==> src/rtl/core/ssh_pkg.sv <==
package ssh_pkg;

    // table geometry
    localparam int MAX_ENTRIES = 64;
    localparam int KEY_BITS    = 32;
    localparam int COUNT_BITS  = 32;
    localparam int MAX_RESULTS = 64;

    localparam int IDX_W  = (MAX_ENTRIES > 1) ? $clog2(MAX_ENTRIES) : 1;
    localparam int OCC_W  = $clog2(MAX_ENTRIES + 1);
    localparam int RES_W  = (MAX_RESULTS > 1) ? $clog2(MAX_RESULTS) : 1;
    localparam int PROD_W = 17 + 32;
    localparam int THR_W  = (COUNT_BITS + 16 > PROD_W) ? COUNT_BITS + 16 : PROD_W;

    // opcodes
    localparam logic [1:0] OP_UPDATE   = 2'd0;
    localparam logic [1:0] OP_FREQUENT = 2'd1;
    localparam logic [1:0] OP_TOPK     = 2'd2;

    // one monitored entry
    typedef struct packed {
        logic [KEY_BITS-1:0]   key;
        logic [COUNT_BITS-1:0] count;
        logic [COUNT_BITS-1:0] error;
    } entry_t;

    // read-out stage of a cell, shifted toward cell 0 during a query
    typedef struct packed {
        entry_t ent;
        logic   qual;
    } readout_t;

    // broadcast control from the sequencer to every cell
    typedef struct packed {
        logic                  move;
        logic                  load_rd;
        logic                  shift_rd;
        logic                  frequent;
        logic [6:0]            top_count;
        logic [THR_W-1:0]      threshold;
        logic [IDX_W-1:0]      p_idx;
        logic [KEY_BITS-1:0]   key;
        logic [COUNT_BITS-1:0] upd_count;
        logic [COUNT_BITS-1:0] new_error;
    } cell_ctrl_t;

    // saturating increment
    function automatic logic [COUNT_BITS-1:0] count_inc(input logic [COUNT_BITS-1:0] c);
        logic [COUNT_BITS-1:0] r;
        r = (c == {COUNT_BITS{1'b1}}) ? c : c + 1'b1;
        return r;
    endfunction

endpackage

==> src/rtl/core/ssh_cell.sv <==
module ssh_cell (
    input  logic                                clk,
    input  logic [ssh_pkg::IDX_W-1:0]           idx,
    input  logic [ssh_pkg::OCC_W-1:0]           occ,
    input  ssh_pkg::cell_ctrl_t                 ctrl,
    input  ssh_pkg::entry_t                     left_ent,
    input  logic                                left_inr,
    input  ssh_pkg::readout_t                   right_rd,
    input  logic [ssh_pkg::COUNT_BITS-1:0]      last_count,
    output ssh_pkg::entry_t                     ent,
    output logic                                inr,
    output logic                                hit,
    output logic                                cand,
    output ssh_pkg::readout_t                   rd
);

    ssh_pkg::entry_t   ent_reg;
    ssh_pkg::entry_t   ent_next;
    ssh_pkg::readout_t rd_reg;
    ssh_pkg::readout_t rd_next;
    logic              occupied;
    logic              lt;
    logic              thr_ok;
    logic              qual;

    // slot lies inside the filled part of the table
    assign occupied = ((ssh_pkg::OCC_W)'(idx) < occ);

    // search flags: key match and start of the run of least count
    assign hit  = occupied && (ent_reg.key == ctrl.key);
    assign cand = occupied && (ent_reg.count == last_count)
                  && !((idx != '0) && (left_ent.count == last_count));

    // slot takes part in the reordering window [insert point, source]
    assign lt  = (ent_reg.count < ctrl.upd_count);
    assign inr = (lt && (idx < ctrl.p_idx)) || (idx == ctrl.p_idx);

    // query qualification
    assign thr_ok = ((ssh_pkg::THR_W)'({ent_reg.count, 16'b0}) >= ctrl.threshold);
    assign qual   = occupied && (ctrl.frequent ? thr_ok
                                               : (32'(idx) < 32'(ctrl.top_count)));

    // entry update: shift from left neighbor or take the changed entry
    always_comb
    begin
        ent_next = ent_reg;
        if (ctrl.move && inr)
        begin
            if (left_inr)
            begin
                ent_next = left_ent;
            end
            else
            begin
                ent_next.key   = ctrl.key;
                ent_next.count = ctrl.upd_count;
                ent_next.error = ctrl.new_error;
            end
        end
    end

    // read-out stage: load own entry, then shift toward the head
    always_comb
    begin
        rd_next = rd_reg;
        if (ctrl.load_rd)
        begin
            rd_next.ent  = ent_reg;
            rd_next.qual = qual;
        end
        else if (ctrl.shift_rd)
        begin
            rd_next = right_rd;
        end
    end

    always_ff @(posedge clk)
    begin
        ent_reg <= ent_next;
        rd_reg  <= rd_next;
    end

    assign ent = ent_reg;
    assign rd  = rd_reg;

endmodule
==> config.mk <==
export PLATFORM = sky130hd
export DESIGN_NAME = ssh_cell
export DESIGN_NICKNAME = d
export VERILOG_FILES = /design/src/rtl/core/ssh_pkg.sv /design/src/rtl/core/ssh_cell.sv
export SDC_FILE = /design/constraint.sdc
export NUM_CORES = 1
export LEC_CHECK = 0
export BUFFER_PORTS_ARGS = -buffer_cell sky130_fd_sc_hd__buf_4
export CAP_MARGIN = 10
export CORE_AREA = 3 3 229 231
export CTS_BUF_LIST = sky130_fd_sc_hd__clkbuf_8
export CTS_CLUSTER_DIAMETER = 200
export DETAILED_ROUTE_END_ITERATION = 10
export DIE_AREA = 0 0 232 234
export PLACE_DENSITY_LB_ADDON = 0.12
export RECOVER_POWER = 100
export SLEW_MARGIN = 25
export SYNTH_ARGS = -nofsm -noshare
export SYNTH_HDL_FRONTEND = slang
export SYNTH_SLANG_ARGS = --single-unit
export TNS_END_PERCENT = 30
==> constraint.sdc <==
create_clock -name clk -period 15.4 [get_ports clk]
set_input_delay 2.31 -clock clk [delete_from_list [all_inputs] [get_ports clk]]
set_output_delay 2.31 -clock clk [all_outputs]
set_load 0.01 [all_outputs]
==> results.sh, run 1 <==
export IMPL_cp_end_kind="register"
export IMPL_rows=82
export IMPL_startpoint_type="input port"
export IMPL_holdWs_ns=0.588
export IMPL_antenna_found_initial=9
export IMPL_cts_root_buf="clkbuf_8"
export IMPL_path_clk_slew_ns=0.10
export IMPL_synth_enable_flop_cells=193
export IMPL_async_reset_ff_share_pct=0
export IMPL_ys_warnings_count=0
export IMPL_area_growth_pct=43.4
export IMPL_cts_htree_levels=4
export IMPL_grt_pass1_vias=9762
export IMPL_cp_cell_sequence="clkbuf_4 -> inv_1 -> ha_1 -> a21o_1 -> a21oi_1 -> nor2b_1 -> a2111oi_0 -> a21oi_2 -> nor4b_1 -> clkbuf_1 -> clkbuf_1"
export IMPL_grt_max_degree=73
export IMPL_critical_path_max_stage_delay_ns=2.51
export IMPL_grt_overflow=0
export IMPL_fmax_mhz=106
export IMPL_die_y_um=234
export IMPL_worst_slew_pin_slew_ns=4.06
export IMPL_crit_family="buffers and inverters"
export IMPL_critPathSlowestCell="clkbuf_1"
export IMPL_holdBufCountCts=0
export IMPL_syn_avg_cell_area_um2=12.9
export IMPL_largest_reg_flops=97
export IMPL_ir_drop_mv=0.0585
export IMPL_outcome="finished, violations left"
export IMPL_synthCells=865
export IMPL_drtIter0Drc=372
export IMPL_fin_skew_ns=0.0209
export IMPL_fin_crit_sh_pct=61.0
export IMPL_vias_per_cell=4.30
export IMPL_place_gp_congestion=0.836
export IMPL_cts_resized=0
export IMPL_rsz0062_at_grt="false"
export IMPL_final_util_pct=31.8
export IMPL_hold_viol=0
export IMPL_arrival_ns=9.51
export IMPL_numClockSinks=193
export IMPL_first_pass_iters=5
export IMPL_grt_use_total_pct=17.6
export IMPL_wirelength_um=49300
export IMPL_core_area_mm2=0.0503
export IMPL_required_ns=15.51
export IMPL_maxSlewHeadroom_pct=-171
export IMPL_cts_tree="done"
export IMPL_fill_cells=5336
export IMPL_boundaryPins=598
export IMPL_finalNetCount=1943
export IMPL_post_cts_buffers=0
export IMPL_drc_errors=0
export IMPL_cts_buffer_depth=2
export IMPL_hold_class="reg2reg"
export IMPL_p_leak_nw=6.54
export IMPL_ant_nets=0
export IMPL_syn_nets=1346
export IMPL_die_area_mm2=0.0543
export IMPL_vias=9243
export IMPL_maxCapViolCount=8
export IMPL_crit_buf_inv=4
export IMPL_start_util_pct=22.2
export IMPL_grt_pass1_wl_um=67800
export IMPL_seq_area_frac_synth_pct=52.0
export IMPL_r2r_slack_ns=7.34
export IMPL_synth_cell_type_count=46
export IMPL_clk_latency_ns=0.56
export IMPL_slew_violations=416
export IMPL_cts_buffers=17
export IMPL_worstSetupPathType="in2reg"
export IMPL_layout_drive_gt1_share_pct=39.3
export IMPL_violations="max-capacitance violations, max-slew violations"
export IMPL_port_buffers=597
export IMPL_crit_top_cell="clkbuf_1"
export IMPL_cp_max_fo=53
export IMPL_setup_violations=0
export IMPL_synth_area_mm2=0.0111
export IMPL_ys_seq_elements=193
export IMPL_post_drt_wl_per_cell_um=22.9
export IMPL_ys_flop_type="edfxtp_1"
export IMPL_die_w_um=232
export IMPL_dp_hpwl_um=40400
export IMPL_tns_ns=0
export IMPL_period_minus_slack_ns=9.40
export IMPL_p_per_area_mw_per_mm2=83.0
-- where the power goes --
part	internal [W]	total (W)	leakage (nW)	switching [W]
combinational	0.000157	0.000315	4.46	0.000158
clock	0.000130	0.000346	0.196	0.000216
sequential	0.000637	0.000666	1.88	0.0000286
-- through the flow --
step	instances	setup WS [ns]	total power, W	area [um2]
floorplan	865	6.15	0.000818	11100
global placement	2115	8.82	0.00103	16400
detailed placement	2115	8.82	0.00103	16400
CTS	2147	8.81	0.00139	16800
global route	2149	5.45	0.00140	16000
finish	2149	6.00	0.00133	16000
-- metal layers --
metal / track usage (%) / wire length [um]
met1: 20.5 / 19700
met2: 30.8 / 24900
met3: 5.84 / 3520
met4: 5.25 / 983
met5: 0 / 92
-- layout by cell type (no fill, tap or decap), types with 14 or more instances in the layout --
master / n
buf_4: 398
clkbuf_1: 204
edfxtp_1: 193
mux2_2: 149
inv_1: 85
xnor2_1: 80
ha_1: 79
o21ai_0: 45
nand2_1: 42
nand4_1: 31
a21oi_1: 26
clkbuf_8: 17
xor2_1: 16
nor4_1: 14
-- worst paths after layout --
| check | start | endpoint | cells after the start |
|---|---|---|---|
| worst min register to register | ent[9]$_DFFE_PP_ | rd[10]$_DFFE_PP_ | 1 |
| worst min-delay path | ent[9]$_DFFE_PP_ | rd[10]$_DFFE_PP_ | 1 |
| worst max register to register | ent[39]$_DFFE_PP_ | ent[4]$_DFFE_PP_ | 8 |
| worst max-delay path | ctrl[45] | ent[4]$_DFFE_PP_ | 11 |
-- Yosys cell counts (6+ instances only) --
master | number | area [um2]
edfxtp_1 | 193 | 5800
mux2_2 | 160 | 1800
inv_1 | 83 | 312
xnor2_1 | 80 | 701
ha_1 | 79 | 988
o21ai_0 | 45 | 225
nand2_1 | 42 | 158
nand4_1 | 31 | 194
a21oi_1 | 26 | 130
xor2_1 | 16 | 140
nor4_1 | 14 | 87.6
buf_2 | 13 | 65.1
a21o_1 | 11 | 82.6
clkbuf_1 | 10 | 37.5
nand3_1 | 7 | 35.0
nor2_1 | 6 | 22.5
nor2b_1 | 6 | 37.5
-- cells by family (layout without fill, tap and decap cells) --
kind of cell    count (synthesis)  after routing  synth area share [%]
fa+ha+maj                      79             79                  8.87
simple gates                  124            124                  5.95
buf+inv                       108            718                  3.78
flops                         193            193                  52.0
compound gates                105            105                  5.69
mux                           160            160                  16.2
other cells                     0              2                     0
xor+xnor                       96             96                  7.54
-- cell type report --
class,count,area [um2],share of cell area (%)
flip-flops and latches,193,5800,36.3
repair buffers,603,3760,23.5
diodes,2,5.00,0.0313
clock inverters,15,133,0.830
well taps,672,841,5.26
multi-input cells,564,4900,30.7
clock buffers,17,234,1.46
inverters,83,312,1.95
Power figures use the tool's default switching activity.
==> run 2, diff against run 1 <==
clock period = 9.85 ns   (was 15.4 ns; I/O delays follow)
==> run 2 against run 1 <==
Effect of this change: the flow still finishes with violations (max-capacitance violations, max-slew violations); sequential share of layout area hardly changed; core utilization hardly changed; wire length is 0.29% higher; via count is 0.22% higher; register-to-register slack worse by 3.8 ns; die area stayed put.
==> results.sh, run 2 (synthesis gave the netlist of run 1 again) <==
export IMPL_post_cts_buffers=0
export IMPL_worst_slew_pin_slew_ns=4.04
export IMPL_rsz0062_at_grt="false"
export IMPL_first_pass_iters=4
export IMPL_final_common_cell="buf_4"
export IMPL_numClockSinks=193
export IMPL_dpl_worst_slack_ns=4.85
export IMPL_finalNetCount=1943
export IMPL_cts_root_buf="clkbuf_8"
export IMPL_ant_nets=0
export IMPL_cts_tree="done"
export IMPL_startpoint_type="input port"
export IMPL_fmax_mhz=146
export IMPL_dp_hpwl_um=40500
export IMPL_routed_top_layer="met5"
export IMPL_outcome="finished, violations left"
export IMPL_met2_length_um=25400
export IMPL_antenna_found_initial=9
export IMPL_finalWorstSetupSlack_ns=2.99
export IMPL_multi_input_area_mm2=0.00491
export IMPL_worstSetupPathType="in2reg"
export IMPL_grt_use_total_pct=17.7
export IMPL_route_met3_wl_um=3600
export IMPL_cts_htree_levels=4
export IMPL_post_drt_wl_per_cell_um=23.0
export IMPL_combPwrFrac_pct=23.8
export IMPL_period_minus_slack_ns=6.86
export IMPL_vias_per_cell=4.31
export IMPL_holdBufCountCts=0
export IMPL_fin_skew_ns=0.0247
export IMPL_hold_class="reg2reg"
export IMPL_rows=82
export IMPL_area_growth_pct=43.6
export IMPL_hold_viol=0
export IMPL_path_clk_slew_ns=0.10
export IMPL_wirelength_um=49400
export IMPL_clk_latency_ns=0.56
export IMPL_vias=9263
export IMPL_fill_cells=5380
export IMPL_pwr_share_clk_pct=26.0
export IMPL_maxCapViolCount=6
export IMPL_die_y_um=234
export IMPL_violations="max-capacitance violations, max-slew violations"
export IMPL_start_util_pct=22.2
export IMPL_largest_reg_flops=97
export IMPL_die_w_um=232
export IMPL_slew_violations=316
export IMPL_switching_share_pct=30.4
export IMPL_wl_met1_um=19700
export IMPL_cts_buffer_depth=2
export IMPL_maxSlewHeadroom_pct=-169
export IMPL_layout_drive_gt1_share_pct=39.4
export IMPL_port_buffers=597
export IMPL_grt_pass1_vias=9981
export IMPL_drc_errors=0
export IMPL_intPower_w=0.00144
export IMPL_fin_crit_sh_pct=69.6
export IMPL_arrival_ns=7.05
export IMPL_place_gp_congestion=0.823
export IMPL_cts_buffers=17
export IMPL_p_sw_w=0.000629
export IMPL_grt_max_degree=73
export IMPL_boundaryPins=598
export IMPL_required_ns=10.04
export IMPL_seqCellArea_mm2=0.00580
export IMPL_grt_overflow=0
export IMPL_ir_drop_mv=0.0676
export IMPL_seqPwrFrac_pct=50.2
export IMPL_final_util_pct=31.8
export IMPL_p_per_area_mw_per_mm2=129
export IMPL_core_area_mm2=0.0503
export IMPL_cts_resized=0
export IMPL_tns_ns=0
export IMPL_cp_max_fo=53
export IMPL_grt_pass1_wl_um=68400
export IMPL_die_area_mm2=0.0543
export IMPL_setup_violations=0
export IMPL_p_leak_nw=6.55
export IMPL_cp_end_kind="register"
export IMPL_drtIter0Drc=399
export IMPL_mostFrequentLayoutCells="400 x buf_4, 202 x clkbuf_1, 193 x edfxtp_1"
[run 2: cell types whose count changed in the layout (fill, tap and decap cells not counted), sizes merged]
| cell | change |
|---|---|
| buf | +2 |
| clkbuf | -2 |
| clkinv | +2 |
| clkinvlp | -1 |
| diode | +2 |
| inv | -1 |
[run 2: cell type report]
cell class                 count  area share [%]
antenna                        4          0.0625
clock buffer                  17            1.46
clock inverter                15           0.805
inverter                      83            1.95
multi-input combinational    564            30.7
sequential                   193            36.2
tap                          672            5.25
timing repair buffer         603            23.5
[run 2: path summary, 6_finish.rpt]
path	startpoint	end	slack [ns]	cells after the start
max	ctrl[45]	ent[66]$_DFFE_PP_	2.99	11
min	ent[31]$_DFFE_PP_	rd[32]$_DFFE_PP_	0.59	1
max reg2reg	ent[37]$_DFFE_PP_	ent[66]$_DFFE_PP_	3.50	8
min reg2reg	ent[31]$_DFFE_PP_	rd[32]$_DFFE_PP_	0.59	1
[run 2: critical path: stages]
cell       delay (ns)
clkbuf_4         0.10
inv_1            0.04
ha_1             0.30
a21o_1           0.18
a21oi_1          0.13
nor2b_1          0.06
a2111oi_0        0.77
a21oi_1          0.38
nor4b_4          0.27
clkbuf_1         2.41
buf_4            0.85
[run 2: per-layer routing]
metal  vias to the layer above  global-route usage, %
met3                        43                   5.45
met2                       339                   31.1
met5                         -                      0
li1                       4405                      -
met1                      4468                   20.8
met4                         8                   5.44
[run 2: through the flow]
| stage | power [W] | area (um2) | hold slack, ns | cells |
|---|---|---|---|---|
| after floorplan | 0.00128 | 11100 | 0.626 | 865 |
| after global placement | 0.00161 | 16400 | 0.560 | 2115 |
| after detailed placement | 0.00161 | 16400 | 0.569 | 2115 |
| after CTS | 0.00217 | 16800 | 0.595 | 2147 |
| after global routing | 0.00218 | 16000 | 0.613 | 2151 |
| final | 0.00207 | 16000 | 0.586 | 2151 |
[run 2: power by group through the flow]
| stage | clock network [W] | logic, W | registers [W] |
|---|---|---|---|
| after global placement | 0 | 0.000549 | 0.00106 |
| final | 0.000539 | 0.000494 | 0.00104 |
| after floorplan | 0 | 0.000197 | 0.00108 |
| after global routing | 0.000592 | 0.000543 | 0.00105 |
| after detailed placement | 0 | 0.000552 | 0.00106 |
| after CTS | 0.000571 | 0.000554 | 0.00104 |
